`src/rtl/vn_pkg.sv`:
```
// Shared types and constants for the vector normalizer.
`timescale 1ns / 1ps
`default_nettype none
package vn_pkg;

  localparam int CompWidth  = 16;
  localparam int FracBits   = 14;
  localparam int UnitWidth  = FracBits + 2;
  localparam int AbsWidth   = CompWidth;
  localparam int SqWidth    = 2 * CompWidth;
  localparam int SumWidth   = SqWidth + 2;
  localparam int RootWidth  = SumWidth / 2;
  localparam int RemWidth   = SumWidth + 1;
  localparam int QuotWidth  = FracBits + 1;
  localparam int DivWidth   = AbsWidth + FracBits + 1;

  typedef struct packed {
    logic signed [CompWidth-1:0] x_in;
    logic signed [CompWidth-1:0] y_in;
    logic signed [CompWidth-1:0] z_in;
  } in_t;

  typedef struct packed {
    logic signed [UnitWidth-1:0] x_unit;
    logic signed [UnitWidth-1:0] y_unit;
    logic signed [UnitWidth-1:0] z_unit;
    logic                        zero_vector;
  } out_t;

  // magnitudes and signs carried alongside the root and divide stages
  typedef struct packed {
    logic [AbsWidth-1:0] ax;
    logic [AbsWidth-1:0] ay;
    logic [AbsWidth-1:0] az;
    logic                nx;
    logic                ny;
    logic                nz;
    logic                zero;
  } side_t;

endpackage
`default_nettype wire

```
`src/rtl/vn_square.sv`:
```
// Absolute value, squaring and sum of squares, three stages.
`timescale 1ns / 1ps
`default_nettype none
module vn_square (
  input  wire logic                           clk,
  input  wire logic                           rst,
  input  wire logic                           en,
  input  wire logic                           in_valid,
  input  wire vn_pkg::in_t                    in_data,
  output logic                                sum_valid,
  output logic [vn_pkg::SumWidth-1:0]         sum,
  output vn_pkg::side_t                       side
);

  logic                          va, vb;
  vn_pkg::side_t                 side_a, side_b;
  logic [vn_pkg::SqWidth-1:0]    sqx, sqy, sqz;

  function automatic logic [vn_pkg::AbsWidth-1:0] abs_of(
    input logic [vn_pkg::CompWidth-1:0] v);
    abs_of = v[vn_pkg::CompWidth-1] ? (~v + 1'b1) : v;
  endfunction

  always_ff @(posedge clk) begin
    if (rst) begin
      va        <= 1'b0;
      vb        <= 1'b0;
      sum_valid <= 1'b0;
    end else if (en) begin
      va        <= in_valid;
      vb        <= va;
      sum_valid <= vb;
    end
  end

  always_ff @(posedge clk) begin
    if (en) begin
      side_a.ax   <= abs_of(in_data.x_in);
      side_a.ay   <= abs_of(in_data.y_in);
      side_a.az   <= abs_of(in_data.z_in);
      side_a.nx   <= in_data.x_in[vn_pkg::CompWidth-1];
      side_a.ny   <= in_data.y_in[vn_pkg::CompWidth-1];
      side_a.nz   <= in_data.z_in[vn_pkg::CompWidth-1];
      side_a.zero <= (in_data.x_in == '0) && (in_data.y_in == '0) && (in_data.z_in == '0);
      sqx    <= side_a.ax * side_a.ax;
      sqy    <= side_a.ay * side_a.ay;
      sqz    <= side_a.az * side_a.az;
      side_b <= side_a;
      sum    <= vn_pkg::SumWidth'(sqx) + vn_pkg::SumWidth'(sqy)
              + vn_pkg::SumWidth'(sqz);
      side   <= side_b;
    end
  end

endmodule
`default_nettype wire

```
`config.mk`:
```
export PLATFORM = sky130hd
export DESIGN_NAME = vn_square
export DESIGN_NICKNAME = d
export VERILOG_FILES = /design/src/rtl/vn_pkg.sv /design/src/rtl/vn_square.sv
export SDC_FILE = /design/constraint.sdc
export NUM_CORES = 2
export LEC_CHECK = 0
export BUFFER_PORTS_ARGS = -buffer_cell sky130_fd_sc_hd__buf_2
export CELL_PAD_IN_SITES_DETAIL_PLACEMENT = 0
export CELL_PAD_IN_SITES_GLOBAL_PLACEMENT = 1
export CORE_MARGIN = 2
export CORE_UTILIZATION = 35
export DETAILED_ROUTE_END_ITERATION = 16
export PLACE_DENSITY_LB_ADDON = 0.1
export SYNTH_ARGS = -nofsm -noshare
export SYNTH_HDL_FRONTEND = slang
export SYNTH_SLANG_ARGS = --single-unit
```
`constraint.sdc`:
```
create_clock -name clk -period 7.4 [get_ports clk]
set_clock_uncertainty 0.05 [all_clocks]
set_input_delay 0.74 -clock clk [delete_from_list [all_inputs] [get_ports clk]]
set_output_delay 0.74 -clock clk [all_outputs]
set_load 0.005 [all_outputs]
```
## After elaboration in Yosys (flattened, before gate mapping)

Cells that the tools add are included.

- Register bits after elaboration: 289
- Latch bits: 0
- RAM bits: 0
- Bits in read-only memories: 0
- Bits of input ports: 52
- Output and inout bits: 87
- Word-level logic and storage cells: 50
- Memories kept: 0

- $add $sub $neg: 5
- Multiply operators: 3
- Divide/modulo/power cells: 0
- Order comparisons: 0
- Equal/unequal tests: 0
- Shift-type cells: 0
- Muxes and demuxes: 3
- Bitwise logic cells: 3
- Reduce and logical (&&, ||, !) cells: 5

Operators by type and width:

| operator | number |
|---|---|
| $mul 16x16->32 | 3 |
| $add 16x1->16 const B | 3 |
| $logic_not 16->1 | 3 |
| $not 16->16 | 3 |
| $mux 15 | 3 |
| $add 33x32->34 | 1 |
| $add 32x32->33 | 1 |
| $logic_and 1x1->1 | 2 |

## Logic depth before layout (Yosys ltp)

- Word-level depth: 3
- Mapped depth: 26
- Gate-level depth less buffers: 24

## Worst setup path before layout

Ideal clock, no wire load.

- Path type: flip-flop to flip-flop
- Start point: register side_a[45] (netlist bit)
- End point: register sqx[24] (netlist bit) (data pin)
- Library setup time: 259 ps
- Data arrival time: 6,028 ps
- Required time: 7,091 ps
- Slack: 1,063 ps
- Cell stages (with the launch flop): 26
- Buffers on the path: 1
- Period minus slack after synthesis: 6,337 ps
- Cell sequence: edfxtp_1 -> clkbuf_1 -> nand2_1 -> inv_1 -> fa_1 -> inv_1 -> fa_1 -> inv_1 -> fa_1 -> inv_1 -> fa_1 -> inv_1 -> fa_1 -> inv_1 -> fa_1 -> inv_1 -> ha_1 -> a21oi_1 -> o21ai_0 -> or3_1 -> a21oi_1 -> o31ai_1 -> a21o_1 -> a2111o_1 -> a31oi_1 -> xnor2_1

- Cells in the longest elaborated chain, start to end: 1

Ends and longest elaborated chain:

| what | RTL line | text |
|---|---|---|
| start: declaration | vn_square.sv:16 | `vn_pkg::side_t side_a, side_b;` |
| $mul 16x16->32 | vn_square.sv:45 | `sqx <= side_a.ax * side_a.ax;` |
| end signal: assignment | vn_square.sv:45 |  |
| end: declaration | vn_square.sv:17 | `logic [vn_pkg::SqWidth-1:0] sqx, sqy, sqz;` |

Every way passes these cells.
A chain may end at the register's enable or synchronous reset.

## Final worst setup path

- Start point: register side_a[42] (netlist bit)
- End point: register sqx[27] (netlist bit) (data pin)

Same word-level chain as after synthesis.

==> run summary <==
======================================================================================================
Outcome ................................................................................. finished, final reports clean
Post-synthesis sequential area ratio ....................................................       25.47%
Reg2reg start ........................................................................... side_a[42]$_DFFE_PP_
Post-route non-filler standard cell count ...............................................         4615
WL final ................................................................................     81280 um
Number of placed instances with taps included ...........................................         4548
Core area ...............................................................................  94590 sq um
Minimum setup slack in the final design .................................................    0.5000 ns
Crit path DAT ...........................................................................      7.17 ns
Horizontal die dimension ................................................................     312.2 um
Endpoints failing hold ..................................................................            0
Area added between synthesis and finish .................................................       10.52%
Initial antenna violation count .........................................................            3
Max Fclk ................................................................................    144.9 MHz
Worst-case headroom to the max-slew limit ...............................................       38.60%
Number of buffers and inverters on the critical path ....................................            5
Reported max-cap violation count ........................................................            0
Count of pins on the block boundary .....................................................          139
Final HPWL from detailed placement ......................................................     67060 um
Total gr overflow .......................................................................            0
Count of buffers from port buffering ....................................................          138
Number of flip-flops and latches in the synthesized netlist .............................          283
CTS tree ................................................................................         done
Area enclosed by the die boundary .......................................................  97470 sq um
# setup viols final .....................................................................            0
Vias in the first global route ..........................................................        24020
Initial core utilization ................................................................       35.15%
Layout cells sized above 1 ..............................................................       8.366%
Origin of the worst min-delay path ......................................................          rst
Type of the tightest min-delay check ....................................................       in2reg
CP Data Required Time ...................................................................      7.67 ns
Total clock buffers created by CTS ......................................................           36
Buffers inserted during post-CTS setup optimization .....................................            0
Aggregate negative setup slack ..........................................................         0 ns
Clock sink count ........................................................................          283
Final Max Tran Viols ....................................................................            0
Count of hold-fix buffers inserted at cts ...............................................            0
Number of antenna-violating nets in the routed design ...................................            0
Post-detailed-route wirelength per cell .................................................     17.61 um
Number of optimization iterations in the first detailed-route pass ......................            5
Worst setup slack before clock tree synthesis ...........................................    0.5258 ns
Crit path max-delay family ..............................................................  adder cells
Vias per cell ...........................................................................        4.676
H-Tree Depth ............................................................................            2
Total via count after detailed routing ..................................................        21580
Remaining design rule violation count ...................................................            0
Synthesized area per cell ...............................................................  10.50 sq um
Synth unique cells ......................................................................           63
Global-route wire length before repair ..................................................    131600 um
Critical-path cell list ................................................................. nand2_1 -> fa_1 -> inv_1 -> fa_1 -> inv_1 -> fa_1 -> inv_1 -> fa_1 -> fa_1 -> inv_1 -> fa_1 -> inv_1 -> ha_1 -> and3_1 -> a31oi_1 -> o21ai_0 -> a31o_2 -> a41oi_2 -> o21ai_2 -> a221o_1 -> a21oi_2 -> xnor2_1
Final estimated routing congestion in global placement ..................................       0.8381
Commonest non-fill, non-tap cell in the layout ..........................................        inv_1
Launching element of the worst setup path ............................................... side_a[42]$_DFFE_PP_
Critical Path Max Stage Delay ...........................................................      0.86 ns
CTS resizes .............................................................................            0
Synthesized netlist cell count ..........................................................         3165
Clock insertion delay at the later pin of the skew report ...............................      0.60 ns
Highest net fanout along the worst path .................................................           14
Final layout net count ..................................................................         4228
Setup repair after global routing missed its margin .....................................           no
EDFF count, synth .......................................................................          280
Slowest cell on the critical path .......................................................     edfxtp_1
Final period utilization ................................................................       93.24%
Setup CP Type ...........................................................................      reg2reg
Detailed router's first-iteration violation count .......................................         1034
Post-synth top flop .....................................................................     edfxtp_1
Buffer levels on the longest clock path .................................................            3
Nature of the critical path startpoint ..................................................     register
Cell Area, Synth ........................................................................  33250 sq um
Yosys Warn Count ........................................................................            0
Tightest Pin Transition .................................................................    0.9210 ns
Most frequent cells in the layout ....................................................... inv_1, fa_1, ha_1
Pin count of the biggest net entering global routing ....................................           87
Root cell of the clock tree .............................................................    clkbuf_16
Cell Rows ...............................................................................          113
Critical path endpoint category .........................................................     register
Proportion of register bits with asynchronous set or reset after synthesis ..............           0%
Clock period minus worst slack ..........................................................     6.900 ns
Clock transition at the register clock pins on the worst setup and hold paths after CTS .      0.06 ns
Cell mode on critical path ..............................................................         fa_1
Vertical die dimension ..................................................................     312.2 um
All-Layer GR Usage ......................................................................       17.30%
======================================================================================================
worst paths after layout:
kind                        endpoint  slack, ns  cells past startpoint
setup / recovery   sqx[27]$_DFFE_PP_       0.50                     22
hold / removal       vb$_SDFFE_PP0P_       0.29                      2
setup reg to reg   sqx[27]$_DFFE_PP_       0.50                     22
hold reg to reg   side[31]$_DFFE_PP_       0.37                      0
kinds of logic (layout without fill, tap and decap cells):
kind of cell | Yosys count | in the layout | share of synthesized area, %
adder cells (fa/ha/maj) | 855 | 855 | 43.87
buffers and inverters | 848 | 1028 | 9.586
AND/OR/NAND/NOR | 656 | 656 | 9.413
AO/OA/AOI/OAI | 337 | 337 | 6.729
flip-flops | 283 | 283 | 25.47
XOR/XNOR | 178 | 178 | 4.689
multiplexers | 7 | 7 | 0.2258
other | 1 | 6 | 0.01128
worst reg2reg max path, delay by kind of cell (launching register included):
kind / cells / cell delay [ns]
buffers and inverters: 5 / 0.25
XOR/XNOR: 1 / 0.11
adder cells (fa/ha/maj): 7 / 3.34
AO/OA/AOI/OAI: 7 / 1.54
flip-flops: 1 / 0.86
AND/OR/NAND/NOR: 2 / 0.45
final cells by class:
type | count | area [sq um]
Antenna cell | 3 | 7.507
Clock buffer | 46 | 968.4
Tap cell | 1265 | 1583
Clock inverter | 18 | 138.9
Inverter | 780 | 2928
Timing Repair Buffer | 184 | 1046
Fill cell | 9372 | 57840
Multi-Input combinational cell | 2036 | 21600
Sequential cell | 283 | 8468
routing by layer:
| layer | up-vias | global-route usage [%] | share of wire, % |
|---|---|---|---|
| met2 | 324 | 29.27 | 48 |
| met3 | 104 | 2.250 | 3.7 |
| met1 | 10920 | 22.99 | 45 |
| met4 | 0 | 5.605 | 3.1 |
| met5 | - | 0 | 0 |
| li1 | 10240 | - | - |
synth_stat cells, types with 4 or more instances:
cell type / instances / area [sq um]
nor2b_1: 21 / 131.4
nor2_1: 94 / 352.8
or2_2: 13 / 81.33
o21bai_1: 11 / 82.58
nor4_1: 7 / 43.79
mux2_2: 4 / 45.04
edfxtp_1: 280 / 8408
o21a_1: 12 / 90.09
nand3_1: 29 / 145.1
o21ai_1: 4 / 20.02
inv_1: 780 / 2928
a211oi_1: 4 / 30.03
a21o_1: 60 / 450.4
a31oi_1: 10 / 62.56
nand4_1: 13 / 81.33
fa_1: 518 / 10370
or4_1: 4 / 30.03
xnor2_1: 138 / 1209
or3_1: 11 / 68.82
nor3_1: 13 / 65.06
ha_1: 337 / 4217
and3_1: 17 / 106.4
clkbuf_1: 67 / 251.5
a21oi_1: 105 / 525.5
a31o_2: 10 / 87.58
o41ai_1: 4 / 35.03
xor2_1: 40 / 350.3
nand2_1: 280 / 1051
nand2b_1: 19 / 118.9
o211ai_1: 11 / 82.58
o31ai_1: 14 / 105.1
o21ai_0: 58 / 290.3
and2_1: 128 / 800.8
stage by stage:
| step | util (%) | cell area [sq um] | hold WS [ns] |
|---|---|---|---|
| final | 38.85 | 36740 | 0.2857 |
| after global routing | 38.84 | 36740 | 0.2582 |
| after CTS | 38.84 | 36740 | 0.2272 |
| after detailed placement | 37.67 | 35630 | 0.3545 |
| after global placement | 37.67 | 35630 | 0.3511 |
| after floorplan | - | 33250 | 0.3503 |
state kept, by name, indices dropped and copies added, names as in the netlist:
register and flops:
sum 34, sqz 30, sum_valid 1, vb 1, sqx 30, side 52
sqy 30, side_b 52, side_a 52, va 1
Power is left out: the tool's default activity adds up to more than one toggle a clock period on the data nets, which glitch-free logic cannot reach.
