File: src/rtl/vn_pkg.sv
// Shared types and constants for the vector normalizer.
`timescale 1ns / 1ps
`default_nettype none
package vn_pkg;

  localparam int CompWidth  = 16;
  localparam int FracBits   = 14;
  localparam int UnitWidth  = FracBits + 2;
  localparam int AbsWidth   = CompWidth;
  localparam int SqWidth    = 2 * CompWidth;
  localparam int SumWidth   = SqWidth + 2;
  localparam int RootWidth  = SumWidth / 2;
  localparam int RemWidth   = SumWidth + 1;
  localparam int QuotWidth  = FracBits + 1;
  localparam int DivWidth   = AbsWidth + FracBits + 1;

  typedef struct packed {
    logic signed [CompWidth-1:0] x_in;
    logic signed [CompWidth-1:0] y_in;
    logic signed [CompWidth-1:0] z_in;
  } in_t;

  typedef struct packed {
    logic signed [UnitWidth-1:0] x_unit;
    logic signed [UnitWidth-1:0] y_unit;
    logic signed [UnitWidth-1:0] z_unit;
    logic                        zero_vector;
  } out_t;

  // magnitudes and signs carried alongside the root and divide stages
  typedef struct packed {
    logic [AbsWidth-1:0] ax;
    logic [AbsWidth-1:0] ay;
    logic [AbsWidth-1:0] az;
    logic                nx;
    logic                ny;
    logic                nz;
    logic                zero;
  } side_t;

endpackage
`default_nettype wire

File: src/rtl/vn_div.sv
// Three-lane restoring divide, one quotient bit per pipeline stage.
`timescale 1ns / 1ps
`default_nettype none
module vn_div (
  input  wire logic                           clk,
  input  wire logic                           rst,
  input  wire logic                           en,
  input  wire logic                           in_valid,
  input  wire logic [vn_pkg::RootWidth-1:0]   norm,
  input  wire vn_pkg::side_t                  side_in,
  output logic                                q_valid,
  output logic [vn_pkg::QuotWidth-1:0]        qx,
  output logic [vn_pkg::QuotWidth-1:0]        qy,
  output logic [vn_pkg::QuotWidth-1:0]        qz,
  output vn_pkg::side_t                       side_out
);

  localparam int Steps = vn_pkg::QuotWidth;
  localparam int DW    = vn_pkg::DivWidth;
  localparam int QW    = vn_pkg::QuotWidth;

  logic                          vld [Steps+1];
  logic [vn_pkg::RootWidth-1:0]  nrm [Steps+1];
  vn_pkg::side_t                 sd  [Steps+1];
  logic [DW-1:0]                 rem [Steps+1][3];
  logic [QW-1:0]                 quo [Steps+1][3];

  assign vld[0]    = in_valid;
  assign nrm[0]    = norm;
  assign sd[0]     = side_in;
  assign rem[0][0] = DW'(side_in.ax) << vn_pkg::FracBits;
  assign rem[0][1] = DW'(side_in.ay) << vn_pkg::FracBits;
  assign rem[0][2] = DW'(side_in.az) << vn_pkg::FracBits;
  assign quo[0][0] = '0;
  assign quo[0][1] = '0;
  assign quo[0][2] = '0;

  for (genvar s = 0; s < Steps; s++) begin : g_step
    localparam int Bit = Steps - 1 - s;
    logic [DW-1:0] dsh;

    assign dsh = DW'(nrm[s]) << Bit;

    always_ff @(posedge clk) begin
      if (rst) begin
        vld[s+1] <= 1'b0;
      end else if (en) begin
        vld[s+1] <= vld[s];
      end
    end

    always_ff @(posedge clk) begin
      if (en) begin
        nrm[s+1] <= nrm[s];
        sd[s+1]  <= sd[s];
      end
    end

    for (genvar l = 0; l < 3; l++) begin : g_lane
      always_ff @(posedge clk) begin
        if (en) begin
          if (rem[s][l] >= dsh) begin
            rem[s+1][l] <= rem[s][l] - dsh;
            quo[s+1][l] <= quo[s][l] | (QW'(1) << Bit);
          end else begin
            rem[s+1][l] <= rem[s][l];
            quo[s+1][l] <= quo[s][l];
          end
        end
      end
    end
  end

  assign q_valid  = vld[Steps];
  assign qx       = quo[Steps][0];
  assign qy       = quo[Steps][1];
  assign qz       = quo[Steps][2];
  assign side_out = sd[Steps];

endmodule
`default_nettype wire

File: config.mk
export PLATFORM = sky130hd
export DESIGN_NAME = vn_div
export DESIGN_NICKNAME = d
export VERILOG_FILES = /design/src/rtl/vn_pkg.sv /design/src/rtl/vn_div.sv
export SDC_FILE = /design/constraint.sdc
export NUM_CORES = 2
export LEC_CHECK = 0
export BUFFER_PORTS_ARGS = -buffer_cell sky130_fd_sc_hd__buf_2
export CAP_MARGIN = 30
export CORE_MARGIN = 2
export CORE_UTILIZATION = 63
export CTS_BUF_LIST = sky130_fd_sc_hd__clkbuf_16
export DETAILED_ROUTE_END_ITERATION = 16
export MAX_ROUTING_LAYER = met4
export PLACE_DENSITY = 0.81
export SYNTH_ARGS = -nofsm -noshare
export SYNTH_HDL_FRONTEND = slang
export SYNTH_SLANG_ARGS = --single-unit
export TNS_END_PERCENT = 10
File: constraint.sdc
create_clock -name clk -period 5.29 [get_ports clk]
set_input_delay 1.587 -clock clk [delete_from_list [all_inputs] [get_ports clk]]
set_output_delay 1.587 -clock clk [all_outputs]
set_load 0.1 [all_outputs]
# --- Word level (Yosys, flattened, before mapping) ---
# Cells that the tools add are included.
totals:
  register_bits: 3010
  in_bits: 73
  output_inout_bits: 98
  elab_cells: 398
op_classes:
  n_addsub: 42
  magnitude_cmp: 45
  mux: 45
ops:
  columns: ["op", "n"]
  rows:
  - ["$mux W31", 39]
  - ["$ge A30 B31 Y1", 3]
  - ["$ge A31 B17 Y1", 3]
  - ["$ge A31 B18 Y1", 3]
  - ["$ge A31 B19 Y1", 3]
  - ["$ge A31 B20 Y1", 3]
  - ["$ge A31 B21 Y1", 3]
  - ["$ge A31 B22 Y1", 3]
  - ["$ge A31 B23 Y1", 3]
  - ["$ge A31 B24 Y1", 3]
  - ["$ge A31 B25 Y1", 3]
  - ["$ge A31 B26 Y1", 3]
  - ["$ge A31 B27 Y1", 3]
  - ["$ge A31 B28 Y1", 3]
  - ["$ge A31 B29 Y1", 3]
  - ["$ge A31 B30 Y1", 3]
  - ["$sub A30 B31 Y31", 3]
  - ["$sub A31 B18 Y31", 3]
  - ["$sub A31 B19 Y31", 3]
  - ["$sub A31 B20 Y31", 3]
  - ["$sub A31 B21 Y31", 3]
  - ["$sub A31 B22 Y31", 3]
  - ["$sub A31 B23 Y31", 3]
  - ["$sub A31 B24 Y31", 3]
  - ["other kinds (8)", 24]

# --- Logic depth before layout (Yosys ltp) ---
logic_depth:
  ltp_word: 2
  depth_mapped: 14
  depth_no_buf: 12

# --- Worst setup path before layout ---
# No wires, ideal clock.
synth_timing:
  path_type: "input-to-reg"
  from: "input norm[1] (netlist bit)"
  to: "register rem[1386] (netlist bit) (data pin)"
  setup_time_ps: 260
  arrival_ps: 4251
  required_ps: 5030
  setup_slack_ps: 779
  cell_stages: 13
  n_path_buf: 2
  path_cell_list: "inv_1 > ha_1 > nor2b_1 > o21a_1 > o21ai_0 > a21oi_1 > a211oi_1 > o21ai_0 > a21oi_1 > o31a_1 > clkbuf_1 > buf_2 > mux2_2"
synth_via:
  elab_chain_len: 2
  elab_cells_between_ends: 3
  classes_between: "1 x add/sub; 1 x order compare; 1 x mux"
synth_lines:
  columns: ["element", "line_no", "rtl"]
  rows:
  - ["start: declaration", "vn_div.sv:9", "input wire logic [vn_pkg::RootWidth-1:0] norm,"]
  - ["$sub A30 B31 Y31 / $ge A30 B31 Y1 (equally long branches)", "vn_div.sv:63, vn_div.sv:62", null]
  - ["$mux W30 *", "vn_div.sv:62", "if (rem[s][l] >= dsh) begin"]
  - ["end signal: indexed assignment", "vn_div.sv:63", "rem[s+1][l] <= rem[s][l] - dsh;"]
  - ["end signal: indexed assignment", "vn_div.sv:66", "rem[s+1][l] <= rem[s][l];"]
  - ["end: declaration", "vn_div.sv:25", "logic [DW-1:0] rem [Steps+1][3];"]
# Every way passes the cells marked *; elsewhere a longest branch is shown, timed or not.
# A chain may end at the register's enable or synchronous reset.

# --- Worst setup path after layout ---
layout_timing:
  from: "register nrm, in the netlist g_step[13].dsh[16]"
  to: "register rem[150] (netlist bit) (data pin)"
layout_via:
  elab_chain_len: 2
  elab_cells_between_ends: 3
  classes_between: "1 x add/sub; 1 x order compare; 1 x mux"
layout_lines:
  columns: ["element", "line_no", "rtl"]
  rows:
  - ["start: declaration", "vn_div.sv:23", "logic [vn_pkg::RootWidth-1:0] nrm [Steps+1];"]
  - ["start signal: indexed assignment", "vn_div.sv:54", "nrm[s+1] <= nrm[s];"]
  - ["$sub A31 B18 Y31 / $ge A31 B18 Y1 (equally long branches)", "vn_div.sv:63, vn_div.sv:62", null]
  - ["$mux W31 *", "vn_div.sv:62", null]
# Marks and branches as above.

==> results.yml <==
run_status:
  outcome: "finished clean"
yosys:
  yosysSeqAreaShare: 0.594
  synth_cell_type_count: 89
  yosys.area.top_type_share: 0.591
  synthFlopType: "edfxtp_1"
  synth_area_sq_mm: 0.120
  async_reset_ff_frac: 0
  ys.warnings.count: 0
  yosysTopAreaCell: "edfxtp_1"
  yosysMostFrequentCell: "edfxtp_1"
  syn_nets: 10600
  netlist_top_cells_count: "2365 x edfxtp_1, 759 x ha_1, 725 x a21oi_1"
  ys_seq_elements: 2380
  avgSynthCellArea_sq_um: 12.4
  synth_area_leaders: "edfxtp_1 59%, ha_1 7.9%, xnor2_1 3.2%, a21oi_1 3.0%, o21ai_0 2.5%"
  synth_edf_count: 2365
  synth_cells: 9698
cts:
  clk_latency_ns: 0.97
  cts_resized: 0
  cts_max_level: 4
  clockBufferDepth: 3
  cts_hold_buf: 0
  cts_tree: "built"
  post_cts_buffers: 0
  cts-root-buf: "clkbuf_16"
  clk_pin_slew_ns: 0.08
  cts_buffers: 231
  cts_num_sinks: 2380
global_route:
  grt_pass1_vias: 78000
  grt_pass1_wl_mm: 476
  grt_max_degree: 133
  grt_overflow_total: 0
  antenna_found_initial: 28
  track_usage: 0.338
placed_design:
  io_buffers: 170
  gp_congestion: 0.999
  dp_hpwl_mm: 233
floorplan:
  coreArea_sq_mm: 0.190
  initial_core_util: 0.633
  io_pins: 171
  die_x_um: 441
  dieArea_sq_mm: 0.194
  num_rows: 160
  fp.dieH_um: 441
setup_path:
  worst_ep_arrival_time_ns: 5.57
  crit_type: "flop to flop"
  reg2reg_depth: 11
  cpLargestDelayFamily: "simple AND/OR/NAND/NOR gates"
  crit_cells: 11
  worstPathMaxFanout: 38
  cp_slowest_cell: "nor4_1"
  worst_ep_required_time_ns: 6.02
  max_stage_delay_ns: 0.82
  critPathBufInv: 2
  start_kind: "flop"
  worstSetupEndpointType: "flop"
  path_cells: "inv_1 > ha_1 > nand3_1 > or2_2 > nor4_1 > nor4b_1 > o2111a_1 > buf_4 > nor3_1 > nand3b_1 > xnor2_1"
timing:
  hold_viol_final: 0
  tightest_slew_ns: 1.06
  rsz0062_at_grt: "no"
  min_period_over_period: 0.914
  clock_skew_ns: 0.132
  period_needed_ns: 4.84
  setup_viol: 0
  fin_tns_setup_ns: 0
  clock.fmax_mhz: 207
  relSlewSlack: 0.291
  drv_slew: 0
routing:
  first_iter_violations: 8027
  routedWlPerCell_um: 25.1
  final_antenna_net_count: 0
  wirelength_mm: 319
  post_drt_via_cell_ratio: 6.29
  route.detailed.drc: 0
  num_vias: 79700
  drt_pass1_iterations: 8
finish:
  drive_above_1_share: 0.0913
  fin_nets: 10800
  area_growth_pct: 10.0
power:
  peakVddDrop_mv: 0.386
  powerDensity_mw_per_mm2: 528
  p_leak_nw: 49.8
  power_w: 0.0699
job:
  cap_violations: 0
worst_hold_path:
  whs_path_depth: 0
  hp-class: "flop to flop"
==> sequential cells by signal, summed over array words and instances, names as in the netlist, 15 cells and up <==
| name | flops |
|---|---|
| g_step.dsh | 238 |
| qz | 15 |
| qy | 15 |
| sd | 728 |
| side_out | 52 |
| rem | 987 |
| quo | 315 |
| qx | 15 |
==> routing by layer <==
metal / part of all wire / vias up / global-route usage
li1: - / 36700 / -
met1: 0.38 / 38200 / 0.395
met2: 0.49 / 3664 / 0.553
met3: 0.065 / 1104 / 0.0547
met4: 0.071 / 0 / 0.196
met5: 0 / - / -
==> worst reg2reg max path: cells and delay by family (launching register included) <==
kind / cells / cell delay, ns
buffers and inverters: 2 / 0.51
AO/OA/AOI/OAI: 1 / 0.23
AND/OR/NAND/NOR: 6 / 2.50
flip-flops: 1 / 0.41
XOR/XNOR: 1 / 0.38
adder cells (fa/ha/maj): 1 / 0.56
==> final timing paths <==
kind | from | endpoint | slack, ns
hold reg to reg | sd[685] | sd[633] | 0.36
setup / recovery | g_step[13].dsh[16] | rem[150] | 0.45
hold / removal | sd[685] | sd[633] | 0.36
setup reg to reg | g_step[13].dsh[16] | rem[150] | 0.45
==> power breakdown <==
| group | total (W) | internal [W] | switching [W] |
|---|---|---|---|
| clock | 0.0173 | 0.00980 | 0.00754 |
| sequential | 0.0292 | 0.0260 | 0.00318 |
| combinational | 0.0233 | 0.00963 | 0.0137 |
==> cells in the final DEF (no fill, tap or decap), types with 27 or more instances in the layout <==
master and instances:
nor2_1 713, clkinv_2 37, nand2_1 654, or3_1 87, clkbuf_16 231, nor2b_1 113, o21bai_1 63, a211oi_1 58
and2_1 40, a31oi_1 56, a21oi_1 721, nand3_1 133, buf_4 99, fa_1 42, buf_12 27, edfxtp_1 2365
mux2i_1 27, o211ai_1 48, mux2_2 177, clkinv_1 49, xor2_1 343, nor3_1 203, xnor2_1 443, o21ai_0 606
inv_1 502, or4_1 36, or2_2 31, ha_1 759, clkinvlp_4 27, nand2b_1 148, buf_2 169, a21o_1 223
o21a_1 119, o31ai_1 64, bufinv_16 36, nor4_1 79, nand4_1 99, and3_1 57
==> stage by stage <==
stage               area, sq um   util  std cells  worst slack, ns  hold WS [ns]
finish                   132000  0.696      12700            0.454         0.364
global route             132000  0.696      12700            0.614         0.366
CTS                      132000  0.696      12700            0.880         0.359
detailed placement       124000  0.654      12200            0.441         0.405
global placement         124000  0.654      12200            0.446         0.400
floorplan                120000      -       9698            0.779         0.400
==> layout make-up <==
type / count / area, sq um
tap: 2511 / 3140
sequential: 2380 / 71300
clock buffer: 231 / 5780
timing repair buffer: 296 / 2140
clock inverter: 207 / 2290
inverter: 475 / 1780
fill: 12800 / 57600
multi-input combinational: 6559 / 45700
antenna: 17 / 42.5
==> kinds of logic (layout without fill, tap and decap cells) <==
kind of cell               after synthesis  count (layout)  share of synthesized area
AOI/OAI and AO/OA                     2255            2255                      0.116
xor gates and xnor gates               786             786                     0.0573
adders and majority gates              801             801                     0.0860
buffers and inverters                  759            1209                     0.0270
DFF                                   2380            2380                      0.594
muxes                                  204             204                     0.0188
other                                    0              17                          0
and+or+nand+nor                       2513            2513                      0.102
No activity file was read; power rests on OpenSTA's default activity.
