--- config.mk ---
export PLATFORM = sky130hd
export DESIGN_NAME = vn_sqrt
export DESIGN_NICKNAME = d
export VERILOG_FILES = /design/src/rtl/vn_pkg.sv /design/src/rtl/vn_sqrt.sv
export SDC_FILE = /design/constraint.sdc
export NUM_CORES = 1
export LEC_CHECK = 0
export BUFFER_PORTS_ARGS = -buffer_cell sky130_fd_sc_hd__buf_2
export CAP_MARGIN = 20
export CORE_MARGIN = 2
export CORE_UTILIZATION = 58
export CTS_BUF_LIST = sky130_fd_sc_hd__clkbuf_4 sky130_fd_sc_hd__clkbuf_8
export DETAILED_ROUTE_END_ITERATION = 8
export PLACE_DENSITY = 0.78
export SETUP_SLACK_MARGIN = 0.02
export SYNTH_ARGS = -nofsm -noshare
export SYNTH_HDL_FRONTEND = slang
export SYNTH_SLANG_ARGS = --single-unit
--- constraint.sdc ---
create_clock -name clk -period 3.2 [get_ports clk]
set_clock_uncertainty 0.1 [all_clocks]
set_input_delay 0.32 -clock clk [delete_from_list [all_inputs] [get_ports clk]]
set_output_delay 0.32 -clock clk [all_outputs]
set_load 0.02 [all_outputs]
--- src/rtl/vn_pkg.sv ---
// Shared types and constants for the vector normalizer.
`timescale 1ns / 1ps
`default_nettype none
package vn_pkg;

  localparam int CompWidth  = 16;
  localparam int FracBits   = 14;
  localparam int UnitWidth  = FracBits + 2;
  localparam int AbsWidth   = CompWidth;
  localparam int SqWidth    = 2 * CompWidth;
  localparam int SumWidth   = SqWidth + 2;
  localparam int RootWidth  = SumWidth / 2;
  localparam int RemWidth   = SumWidth + 1;
  localparam int QuotWidth  = FracBits + 1;
  localparam int DivWidth   = AbsWidth + FracBits + 1;

  typedef struct packed {
    logic signed [CompWidth-1:0] x_in;
    logic signed [CompWidth-1:0] y_in;
    logic signed [CompWidth-1:0] z_in;
  } in_t;

  typedef struct packed {
    logic signed [UnitWidth-1:0] x_unit;
    logic signed [UnitWidth-1:0] y_unit;
    logic signed [UnitWidth-1:0] z_unit;
    logic                        zero_vector;
  } out_t;

  // magnitudes and signs carried alongside the root and divide stages
  typedef struct packed {
    logic [AbsWidth-1:0] ax;
    logic [AbsWidth-1:0] ay;
    logic [AbsWidth-1:0] az;
    logic                nx;
    logic                ny;
    logic                nz;
    logic                zero;
  } side_t;

endpackage
`default_nettype wire

--- src/rtl/vn_sqrt.sv ---
// Floor square root, one root bit per pipeline stage.
`timescale 1ns / 1ps
`default_nettype none
module vn_sqrt (
  input  wire logic                           clk,
  input  wire logic                           rst,
  input  wire logic                           en,
  input  wire logic                           in_valid,
  input  wire logic [vn_pkg::SumWidth-1:0]    sum,
  input  wire vn_pkg::side_t                  side_in,
  output logic                                root_valid,
  output logic [vn_pkg::RootWidth-1:0]        root,
  output vn_pkg::side_t                       side_out
);

  localparam int Steps = vn_pkg::RootWidth;

  logic                          vld [Steps+1];
  logic [vn_pkg::RemWidth-1:0]   rem [Steps+1];
  logic [vn_pkg::RootWidth-1:0]  rt  [Steps+1];
  vn_pkg::side_t                 sd  [Steps+1];

  assign vld[0] = in_valid;
  assign rem[0] = vn_pkg::RemWidth'(sum);
  assign rt[0]  = '0;
  assign sd[0]  = side_in;

  for (genvar s = 0; s < Steps; s++) begin : g_step
    localparam int Bit = Steps - 1 - s;
    logic [vn_pkg::RemWidth-1:0] trial;
    logic                        take;

    // (root + 2^Bit)^2 - root^2
    assign trial = (vn_pkg::RemWidth'(rt[s]) << (Bit + 1))
                 + (vn_pkg::RemWidth'(1) << (2 * Bit));
    assign take  = rem[s] >= trial;

    always_ff @(posedge clk) begin
      if (rst) begin
        vld[s+1] <= 1'b0;
      end else if (en) begin
        vld[s+1] <= vld[s];
      end
    end

    always_ff @(posedge clk) begin
      if (en) begin
        rem[s+1] <= take ? rem[s] - trial : rem[s];
        rt[s+1]  <= take ? (rt[s] | (vn_pkg::RootWidth'(1) << Bit)) : rt[s];
        sd[s+1]  <= sd[s];
      end
    end
  end

  assign root_valid = vld[Steps];
  assign root       = rt[Steps];
  assign side_out   = sd[Steps];

endmodule
`default_nettype wire

* Word level (Yosys, flattened, before mapping)
Cells that the tools add are included.
Storage, ports and cells: input bits 90, flip-flop bits (word level) 1750, word-level logic and storage cells 252
Operators by class: $add $sub $neg 32, magnitude comparators 17, mux-type cells 17
Operator list (count):
- 35-bit 2-to-1 mux | 15
- 35-bit by 19-bit greater-or-equal comparator with 1-bit output | 1
- 35-bit by 20-bit greater-or-equal comparator with 1-bit output | 1
- 35-bit by 21-bit greater-or-equal comparator with 1-bit output | 1
- 35-bit by 22-bit greater-or-equal comparator with 1-bit output | 1
- 35-bit by 23-bit greater-or-equal comparator with 1-bit output | 1
- 35-bit by 24-bit greater-or-equal comparator with 1-bit output | 1
- 35-bit by 25-bit greater-or-equal comparator with 1-bit output | 1
- 35-bit by 26-bit greater-or-equal comparator with 1-bit output | 1
- 35-bit by 27-bit greater-or-equal comparator with 1-bit output | 1
- 35-bit by 28-bit greater-or-equal comparator with 1-bit output | 1
- 35-bit by 29-bit greater-or-equal comparator with 1-bit output | 1
- 35-bit by 30-bit greater-or-equal comparator with 1-bit output | 1
- 35-bit by 31-bit greater-or-equal comparator with 1-bit output | 1
- 35-bit by 32-bit greater-or-equal comparator with 1-bit output | 1
- 35-bit by 33-bit greater-or-equal comparator with 1-bit output | 1
- 35-bit by 34-bit greater-or-equal comparator with 1-bit output | 1
- 34-bit by 33-bit subtractor with 35-bit output, second input constant | 1
- 35-bit by 20-bit subtractor with 35-bit output | 1
- 35-bit by 21-bit subtractor with 35-bit output | 1
- 35-bit by 22-bit subtractor with 35-bit output | 1
- 35-bit by 23-bit subtractor with 35-bit output | 1
- 35-bit by 24-bit subtractor with 35-bit output | 1
- 35-bit by 25-bit subtractor with 35-bit output | 1
- 28 further kinds | 28

* Depth between registers and ports, before layout
Gate-level depths: netlist (run 1).
depth after elaboration 3, gate-level depth with buffers 12

* Least setup slack after synthesis (run 1)
OpenSTA, ideal clock, no wires.
path type flip-flop to flip-flop, start reg rem[151] (netlist bit), end reg rem[138] (netlist bit), data pin, slack 178 ps, stages on the path, launching flop included 9, library setup time 258 ps, clock period less this slack 3022 ps, path buffers 0, required time 2842 ps, data arrival time 2664 ps, cells stage by stage edfxtp_1 -> ha_1 -> a21o_1 -> a22o_1 -> o41ai_1 -> o41ai_1 -> nor3_1 -> or3b_2 -> xnor2_1
Between the ends: longest elaborated chain between the ends 2
Ends and longest elaborated chain:
- start, declared | RTL line vn_sqrt.sv:19 | logic [vn_pkg::RemWidth-1:0] rem [Steps+1];
- start signal, assigned by index | RTL line vn_sqrt.sv:48 | rem[s+1] <= take ? rem[s] - trial : rem[s];
- 35-bit by 22-bit subtractor with 35-bit output / 35-bit by 22-bit greater-or-equal comparator with 1-bit output (equally long branches) | RTL line vn_sqrt.sv:48, vn_sqrt.sv:36
- 35-bit 2-to-1 mux (*) | RTL line vn_sqrt.sv:48
Every way passes the cells marked *; elsewhere a longest branch is shown, timed or not. A chain may end at the register's enable or synchronous reset.

* Final worst setup path (run 1)
start reg rem[335] (netlist bit), end reg rem[314] (netlist bit), data pin
Between the ends: longest elaborated chain between the ends 2
Ends and longest elaborated chain (RTL line):
- 35-bit by 27-bit subtractor with 35-bit output / 35-bit by 27-bit greater-or-equal comparator with 1-bit output (equally long branches) | vn_sqrt.sv:48, vn_sqrt.sv:36
- 35-bit 2-to-1 mux (*) | vn_sqrt.sv:48
Marked as above.

==> results of run 1 <==
report_power, final:
part / leakage (µW) / internal, µW / switching [µW]
registers: 0.0156 / 25300 / 904
clock network: 0.00255 / 8900 / 7500
logic: 0.00817 / 1980 / 2530
total: 0.0263 / 36200 / 10900
final cells by class:
cell class	count	area [µm²]	share of cell area, %
Antenna cell	2	5.005	0.006999
Clock buffer	319	3928	5.492
Clock inverter	120	892.1	1.248
Inverter	215	807.0	1.129
Multi-Input combinational cell	1691	11750	16.43
Sequential cell	1614	48300	67.54
Tap cell	1391	1740	2.434
Timing Repair Buffer	491	4091	5.721
through the flow:
step	hold WS [ns]	instances	area (µm²)	TNS (ns)
after floorplan	0.3003	3611	61270	0
after global placement	0.3001	5226	64770	-0.1028
after detailed placement	0.3045	5226	64770	-0.01525
after CTS	0.01397	5840	71370	0
after global routing	0.02369	5843	71510	0
final	0.09779	5843	71510	0
cell usage after synthesis, drive strengths merged, types with 21 or more instances:
cell	instances
a21oi	142
nand4	28
buf	66
ha	166
xor2	118
or4	30
a21o	37
nor4	91
or3	49
xnor2	117
nand3	38
o21ai	124
nand2b	33
nand2	154
o31ai	21
nor2	176
nor2b	25
clkbuf	25
o21a	27
edfxtp	1597
nor3	82
mux2i	23
inv	214
cell families (layout without fill, tap and decap cells):
family          count (synthesis)  count (layout)
fa+ha+maj                     166             166
flops                        1614            1614
other cells                     1               3
mux                            33              33
xor+xnor                      235             235
simple gates                  790             790
buf+inv                       306            1145
compound gates                466             466
what timing repair did:
item | 4_1_cts | 5_1_grt
gates resized for setup | 5 | 25
hold buffers | 175 | 0
buffers inserted | 0 | 1
pin swaps | 0 | 2
endpoints found under the hold margin | 206 | 0
setup endpoints to repair | 8 | 61
flip-flops by register name, summed over array words and instances, names as in the netlist:
name,count
side_out,52
root,17
sd,832
rem,560
rt,136
root_valid,1
vld,16
layer usage:
| metal | global-route usage [%] | vias to the layer above | wire length [µm] |
|---|---|---|---|
| met5 | 0 | - | 0 |
| met4 | 9.222 | 0 | 4081 |
| met3 | 3.673 | 274 | 3804 |
| met2 | 34.65 | 743 | 54050 |
| met1 | 20.16 | 15087 | 38070 |
| li1 | - | 15103 | - |
worst max-delay path by stage:
| stage | depth (start not counted) | slack [ns] | to |
|---|---|---|---|
| 2_1_floorplan | 8 | 0.18 | rem[138] |
| 3_3_place_gp | 9 | -0.10 | rem[133] |
| 3_5_place_dp | 9 | -0.02 | rem[129] |
| 4_1_cts | 9 | 0.03 | rem[310] |
| 5_1_grt | 11 | 0.007 | rem[314] |
| 6_report | 10 | 0.13 | rem[314] |
==> metrics.yaml, run 1 <==
port-buffer-count: 159
final_antenna_net_count: 0
first_iter_violations: 1849
start_util_pct: 58.37
synth_ff_type: "edfxtp_1"
area_growth_pct: 16.72
firstDrtPassIters: 5
end_kind: "register"
antenna_found_initial: 1
maxSlewHeadroom_pct: 29.58
hpwl_mm: 63.63
ys_top_cells_by_area: "edfxtp_1 (78%), ha_1 (3.4%), xor2_1 (1.7%)"
ioPinCount: 160
critPathKind: "register to register"
grt_pass1_wl_mm: 159.2
slowest_delay_ns: 0.43
power_uw: 47160
cp_cell_sequence: "ha_1, nor4bb_4, buf_4, nand4_1, o31ai_4, a2111oi_4, a2111oi_4, buf_4, nand3b_1, xnor2_1"
whs_endpoint: "sd[864]"
status: "completed"
crit_start: "rem[335]"
grt_max_degree: 108
fin_ws_ns: 0.1306
synth_compound_area_share_pct: 4.824
synthCells: 3611
path_buf_inv: 2
period_needed_ns: 3.069
finalSetupViolCount: 0
final_common_cell: "edfxtp_1"
synth-seq-cells: 1614
synth_xor_xnor_area_share_pct: 3.359
htreeDepth: 4
die_width_um: 329.0
dp_slack_ns: -0.01522
cp_top_family: "compound AO/OA/AOI/OAI gates"
wl_mm: 100.0
grt-ovfl-total: 0
cp.required_ns: 3.72
synth_edf_count: 1597
synthMuxAreaShare_pct: 0.5595
drc_errors: 0
drive_above_1_share_pct: 16.85
via_per_inst: 5.341
hold_start: "side_in[32]"
yosys.area_share.simple_pct: 6.780
powerDensity_mw_per_mm2: 659.5
path_clk_slew_ns: 0.06
min_path_type: "input port to register"
synth.avg_cell_area_um2: 16.97
track_usage_pct: 18.64
core_mm2: 0.1050
cts_made_buffers: 240
reg2reg_from: "rem[335]"
worstPathArrival_ns: 3.59
period_share_pct: 95.92
wl_per_cell_um: 17.12
cts_root_buffer: "clkbuf_8"
synthArstFlopShare_pct: 0
tightest_slew_ns: 1.048
critPathLaunchType: "register"
cpMaxStageDelayCell: "edfxtp_1"
die_area_mm2: 0.1083
rsz0062_at_grt: "no"
ys_types: 79
rows: 119
synth_top_cell_area_share_pct: 78.27
hold_depth: 2
ir_drop_uv: 554.3
seq_area_frac_synth_pct: 78.83
r2r_end: "rem[314]"
clk_latency_ns: 0.90
syn_nets: 3867
num_vias: 31207
finalMaxSlewViolations: 0
die_y_um: 329.0
critPathMaxFanout: 5
cts_tree: "yes"
regToRegSetupSlack_ns: 0.13
maxCapViolCount: 0
nNetsFinal: 4509
ff2ff_path_depth: 10
numClockSinks: 1614
yosys_warnings: 0
n_fill_cell: 6785
mostFrequentLayoutCells: "edfxtp_1 (1597), clkbuf_8 (245), inv_1 (211)"
synth_top_area_cell: "edfxtp_1"
synth_top_family_by_area: "simple AND/OR/NAND/NOR gates"
clock_path_buffers: 3
gp_congestion: 0.9602
synth_fa_ha_area_share_pct: 3.390
p_leak_uw: 0.02633
hold_violations: 0
fmax_ghz: 0.3258
syn_area_mm2: 0.06127
postLayoutCoreUtil_pct: 68.13
grt_pass1_vias: 32180
(Power assumes the default switching activity.)
==> inputs of run 2 (changes only) <==
--- a/config.mk
+++ b/config.mk
@@ -12,7 +12,8 @@
 export CTS_BUF_LIST = sky130_fd_sc_hd__clkbuf_4 sky130_fd_sc_hd__clkbuf_8
 export DETAILED_ROUTE_END_ITERATION = 8
 export PLACE_DENSITY = 0.78
-export SETUP_SLACK_MARGIN = 0.02
+export SETUP_SLACK_MARGIN = 0.4
+export SKIP_LAST_GASP = 1
 export SYNTH_ARGS = -nofsm -noshare
 export SYNTH_HDL_FRONTEND = slang
 export SYNTH_SLANG_ARGS = --single-unit
==> metrics.yaml, run 2 (synthesized netlist as in run 1, its figures left out) <==
critPathLaunchType: "register"
track_usage_pct: 18.62  # about the same
wl_per_cell_um: 17.52  # +2.4%
htreeDepth: 4  # unchanged
holdWs_ns: 0.09868  # +0.0008842 ns
status: "completed"
core_mm2: 0.1050  # unchanged
die_width_um: 329.0  # unchanged
critPathMaxFanout: 4  # -1
numClockSinks: 1614  # unchanged
grt_pass1_wl_mm: 158.6  # -0.40%
fin_cells: 5927  # +1.4%
drc_errors: 0  # unchanged
crit_top_cell: "buf_4"
gp_congestion: 0.9455  # -1.5%
grt_pass1_vias: 31938  # -0.75%
internal-power_uw: 36650  # +1.2%
powerDensity_mw_per_mm2: 645.8  # -2.1%
rows: 119  # unchanged
dpl.cell_count: 5203  # -0.44%
maxSlewHeadroom_pct: 46.13  # +17 points
finalSetupViolCount: 0  # unchanged
final_common_cell: "edfxtp_1"
die_y_um: 329.0  # unchanged
port-buffer-count: 159  # unchanged
hold_violations: 0  # unchanged
via_per_inst: 5.362  # +0.40%
p_switching_uw: 11310  # +3.4%
nNetsFinal: 4591  # +1.8%
largest_reg_flops: 832  # unchanged
hold_depth: 2  # unchanged
period_needed_ns: 3.073  # +0.003401 ns
pwr-share-clk_pct: 34.4  # -0.4 points
antenna_found_initial: 1  # unchanged
maxCapViolCount: 0  # unchanged
mostFrequentLayoutCells: "edfxtp_1 (1597), clkbuf_8 (243), inv_1 (205)"
cts_tree: "yes"
grt_max_degree: 99  # -8.3%
clk_latency_ns: 0.91  # about the same
p_leak_uw: 0.02716  # +3.2%
regMostFlops: "sd"
combPwrFrac_pct: 10.8  # +1.2 points
ioPinCount: 160  # unchanged
ir_drop_uv: 479.8  # -13%
ff2ff_path_depth: 10  # unchanged
cp_cell_sequence: "ha_1, o21ai_0, a22oi_2, a21o_1, buf_4, buf_4, a21oi_1, nand3_1, nor2_1, xor2_1"
firstDrtPassIters: 5  # unchanged
final_antenna_net_count: 0  # unchanged
wl_mm: 103.8  # +3.8%
grt-ovfl-total: 0  # unchanged
reg2reg_from: "rem[334]"
cts_root_buffer: "clkbuf_8"
path_clk_slew_ns: 0.06  # about the same
whs_endpoint: "sd[864]"
slowest_delay_ns: 0.42  # about the same
hpwl_mm: 61.36  # -3.6%
r2r_end: "rem[311]"
min_path_type: "input port to register"
reg.largest.list: "sd: 832 flops, rem: 560 flops, rt: 136 flops"
die_area_mm2: 0.1083  # unchanged
area_growth_pct: 21.21
cpMaxStageDelayCell: "edfxtp_1"
n_fill_cell: 6234  # -8.1%
period_share_pct: 96.03  # +0.11 points
drive_above_1_share_pct: 23.64  # +6.8 points
p_seq_share_pct: 54.8  # -0.9 points
swShare_pct: 23.58  # +0.40 points
num_vias: 31782  # +1.8%
critPathKind: "register to register"
end_kind: "register"
regToRegSetupSlack_ns: 0.13  # about the same
first_iter_violations: 2155  # +17%
fmax_ghz: 0.3254  # -0.11%
cts_made_buffers: 237  # -1.3%
tightest_slew_ns: 0.8053  # -0.2429 ns
start_util_pct: 58.37  # unchanged
clock_path_buffers: 3  # unchanged
hold_start: "side_in[32]"
worstPathArrival_ns: 3.64  # +0.05 ns
finalMaxSlewViolations: 0  # unchanged
rsz0062_at_grt: "yes"
cp.required_ns: 3.77  # +0.05 ns
tns_ns: 0  # unchanged
[run 2: cell count changes in the layout (fill, tap and decap cells not counted), moves of 16 or more]
cell / before / now
buf_4: 129 / 175
buf_6: 0 / 19
ha_1: 166 / 121
ha_4: 0 / 40
nand2_1: 154 / 138
nor3_1: 81 / 65
nor4_1: 86 / 60
nor4_2: 4 / 23
o21ai_0: 108 / 80
o21ai_2: 0 / 25
[run 2: through the flow]
stage               area [µm²]  worst slack, ns  total power [µW]  util [%]
finish                   74260           0.1272             47960     70.75
CTS                      72620           0.2637             47830     69.18
floorplan                61320           0.3260             29120         -
detailed placement       64630          -0.1915             30830     61.57
global route             74260          0.06996             49990     70.75
global placement         64630          -0.1238             30640     61.57
[run 2: worst max path at each step]
stage	start	to	slack (ns)	cells past startpoint
after floorplan	rem[151]	rem[138]	0.33	8
after global placement	rem[482]	rem[447]	-0.12	7
after detailed placement	rem[482]	rem[447]	-0.19	7
after CTS	rem[127]	rem[94]	0.26	9
after global routing	rem[334]	rem[311]	0.07	10
final	rem[334]	rem[311]	0.13	10
[run 2: critical path, delay by kind of cell, from the launching register on]
kind	cells	cell delay, ns
fa+ha+maj	1	0.37
xor+xnor	1	0.31
flops	1	0.42
compound gates	4	1.03
simple gates	2	0.37
buf+inv	2	0.27
[run 2: power groups by stage]
stage | sequential (µW) | combinational [µW] | clock, µW
finish | 26300 | 5190 | 16500
floorplan | 26300 | 2790 | 0
global route | 26400 | 5700 | 17800
CTS | 26200 | 4710 | 16900
detailed placement | 26600 | 4190 | 0
global placement | 26500 | 4090 | 0
[run 2: area by class of cell]
cell class                      instances  area, µm²  area share, %
Sequential cell                      1614      48300          65.04
Multi-Input combinational cell       1691      13500          18.18
Timing Repair Buffer                  574       5039          6.785
Clock buffer                          329       3990          5.373
Tap cell                             1391       1740          2.344
Clock inverter                        110      847.1          1.141
Inverter                              215      822.0          1.107
Timing Repair inverter                  2      20.02        0.02696
Antenna cell                            1      2.502       0.003370
[run 2: repair_timing]
action	CTS	global route
resized for setup	177	215
setup buffers	41	55
hold buffers	176	0
pin swaps	44	97
endpoints found under the hold margin	256	0
setup endpoints to repair	207	206
cloned	6	6
[run 2: routing by layer]
layer / vias up / part of all wire (%) / track usage, %
met1: 15375 / 38 / 20.62
met5: - / 0 / 0
met4: 0 / 4.5 / 10.19
met3: 299 / 4.1 / 3.631
li1: 15270 / - / -
met2: 838 / 53 / 33.70
==> inputs of run 3 (changes only) <==
--- a/config.mk
+++ b/config.mk
@@ -5,13 +5,14 @@
 export SDC_FILE = /design/constraint.sdc
 export NUM_CORES = 1
 export LEC_CHECK = 0
+export ABC_AREA = 1
 export BUFFER_PORTS_ARGS = -buffer_cell sky130_fd_sc_hd__buf_2
 export CAP_MARGIN = 20
 export CORE_MARGIN = 2
-export CORE_UTILIZATION = 58
+export CORE_UTILIZATION = 59
 export CTS_BUF_LIST = sky130_fd_sc_hd__clkbuf_4 sky130_fd_sc_hd__clkbuf_8
 export DETAILED_ROUTE_END_ITERATION = 8
-export PLACE_DENSITY = 0.78
+export PLACE_DENSITY = 0.79
 export SETUP_SLACK_MARGIN = 0.4
 export SKIP_LAST_GASP = 1
 export SYNTH_ARGS = -nofsm -noshare
==> metrics.yaml, run 3 <==
period_needed_ns: 2.676  # -0.3969 ns
syn_nets: 5655  # +46%
ys_top_cells_by_count: "edfxtp_1 (1597), nand2_1 (1335), inv_1 (689)"
reg.largest.list: "sd: 832 flops, rem: 560 flops, rt: 136 flops"
critPathMaxFanout: 4  # unchanged
final_antenna_net_count: 0  # unchanged
wl_per_cell_um: 18.20  # +3.9%
finalMaxSlewViolations: 0  # unchanged
clock_path_buffers: 3  # unchanged
synth-seq-cells: 1614  # unchanged
hpwl_mm: 96.64  # +57%
powerDensity_mw_per_mm2: 644.5  # -0.19%
die_y_um: 340.9  # +3.6%
antenna_found_initial: 2  # +1
ir_drop_uv: 407.1  # -15%
ff2ff_path_depth: 11  # +1
path_clk_slew_ns: 0.06  # about the same
placed_area_mm2: 0.06962  # +7.7%
yosysMostFrequentCell: "edfxtp_1"
via_per_inst: 5.205  # -2.9%
num_vias: 39780  # +25%
syn_area_mm2: 0.06695  # +9.3%
ioPinCount: 160  # unchanged
seq_area_frac_synth_pct: 72.13  # -6.7 points
gp_congestion: 0.9646  # +2.0%
rows: 123  # +3.4%
min_path_type: "input port to register"
first_iter_violations: 2898  # +34%
finalSetupViolCount: 0  # unchanged
crit_top_cell: "nand2_1"
slowest_delay_ns: 0.45  # +0.03 ns
htreeDepth: 4  # unchanged
cp_cell_sequence: "ha_1, nand2_1, nor2_1, nand2_1, nand3_1, nand2_1, nand2_1, nand2_1, nand2_1, nand2_1, a21oi_1"
numClockSinks: 1614  # unchanged
fin_area_mm2: 0.07625  # +2.7%
grt_max_degree: 121  # +22%
regToRegSetupSlack_ns: 0.52  # +0.40 ns
firstDrtPassIters: 6  # +1
synthCells: 5399  # +50%
critPathKind: "register to register"
synthArstFlopShare_pct: 0  # unchanged
grt_pass1_wl_mm: 217.6  # +37%
area_growth_pct: 13.89
synth.avg_cell_area_um2: 12.40  # -27%
synth_edf_count: 1597  # unchanged
grt-ovfl-total: 0  # unchanged
mostFrequentLayoutCells: "edfxtp_1 (1597), nand2_1 (1334), inv_1 (689)"
die_area_mm2: 0.1162  # +7.3%
synth_ff_type: "edfxtp_1"
p_leak_uw: 0.03052  # +12%
yosys_warnings: 0  # unchanged
clk_latency_ns: 0.92  # about the same
final_common_cell: "edfxtp_1"
tns_ns: 0  # unchanged
port-buffer-count: 159  # unchanged
regMostFlops: "sd"
core_mm2: 0.1125  # +7.2%
cts_made_buffers: 241  # +1.7%
rsz0062_at_grt: "no"
cp.depth: 11  # +1
tightest_slew_ns: 0.7520  # -0.05334 ns
drive_above_1_share_pct: 12.30  # -11 points
cp_top_family: "simple AND/OR/NAND/NOR gates"
grt_pass1_vias: 41047  # +29%
cpMaxStageDelayCell: "nor2_1"
n_fill_cell: 7793  # +25%
end_kind: "register"
cts_root_buffer: "clkbuf_8"
drc_errors: 0  # unchanged
cts_tree: "yes"
hold_depth: 2  # unchanged
worstPathArrival_ns: 3.27  # -0.37 ns
hold_violations: 0  # unchanged
nNetsFinal: 6201  # +35%
status: "completed"
ys_top_cells_by_area: "edfxtp_1 (72%), nand2_1 (7.5%), inv_1 (3.9%)"
track_usage_pct: 24.31  # +5.7 points
maxSlewHeadroom_pct: 49.40  # +3.3 points
maxCapViolCount: 0  # unchanged
start_util_pct: 59.52  # +1.1 points
largest_reg_flops: 832  # unchanged
cp.required_ns: 3.80  # +0.03 ns
die_width_um: 340.9  # +3.6%
ys_types: 54  # -32%
critPathLaunchType: "register"
period_share_pct: 83.62  # -12 points
wl_mm: 139.1  # +34%
synth_top_cell_area_share_pct: 71.63  # -6.6 points
fmax_ghz: 0.3737  # +15%
path_buf_inv: 0  # -2
synth_top_area_cell: "edfxtp_1"
==> run 3: cell count changes after synthesis, sizes merged, moves of 58 or more <==
cell and change:
nor4 -72, nand3 +228, nor2 +295, nand2 +1218
xnor2 -70, nand4 +58, inv +487, a21oi +63
==> run 3: worst paths after layout <==
check,end,startpoint
setup reg to reg,rem[104],rem[114]
hold / removal,sd[838],side_in[6]
hold reg to reg,sd[344],sd[396]
setup / recovery,rem[104],rem[114]
==> run 3: per-stage QoR <==
step           std cells  worst slack [ns]  hold slack (ns)  total power [µW]  utilization, %
3_5_place_dp        7027            0.4001           0.3045             32490           61.89
2_1_floorplan       5399             1.089           0.3003             30230               -
6_report            7642            0.5241           0.1138             49150           67.78
5_1_grt             7642            0.4177          0.03249             51340           67.78
4_1_cts             7638            0.4298          0.01179             49430           67.75
3_3_place_gp        7027            0.4468           0.3001             32360           61.89
==> run 3: report_power, final <==
| group | internal (µW) | switching, µW | total, µW |
|---|---|---|---|
| clock | 8980 | 7870 | 16800 |
| sequential | 25300 | 935 | 26200 |
| combinational | 2040 | 4020 | 6060 |
| total | 36300 | 12800 | 49100 |
==> run 3: final cells by class <==
| type | count | area [µm²] | share of cell area (%) |
|---|---|---|---|
| timing repair buffer | 396 | 3308 | 4.338 |
| clock inverter | 133 | 1067 | 1.400 |
| clock buffer | 305 | 3804 | 4.988 |
| inverter | 703 | 2644 | 3.467 |
| antenna | 2 | 5.005 | 0.006563 |
| tap | 1500 | 1877 | 2.461 |
| multi-input combinational | 2989 | 15250 | 20.00 |
| sequential | 1614 | 48300 | 63.34 |
==> run 3: cell families after synthesis <==
group | share of synthesized area (%)
and+or+nand+nor | 14.76
DFF | 72.13
buffers and inverters | 5.109
AOI/OAI and AO/OA | 3.153
adders and majority gates | 3.102
xor gates and xnor gates | 1.740
other | 0.005601
==> run 3: timing repair <==
| action | in CTS | in global routing |
|---|---|---|
| buffers inserted | 1 | 1 |
| cloned | 0 | 1 |
| pin swaps | 0 | 1 |
| hold endpoints to repair | 189 | 0 |
| setup endpoints to repair | 1 | 23 |
| hold buffers | 172 | 0 |
| resized for setup | 0 | 5 |
==> run 3: layer usage <==
layer  wire length (µm)  share of wire [%]  global-route usage [%]  vias up
li1                   -                  -                       -    19527
met1              52840                 38                   27.25    18802
met2              73080                 53                   44.40     1076
met3               5605                4.0                   3.793      375
met4               7589                5.5                   13.18        0
met5                  0                  0                       0        -
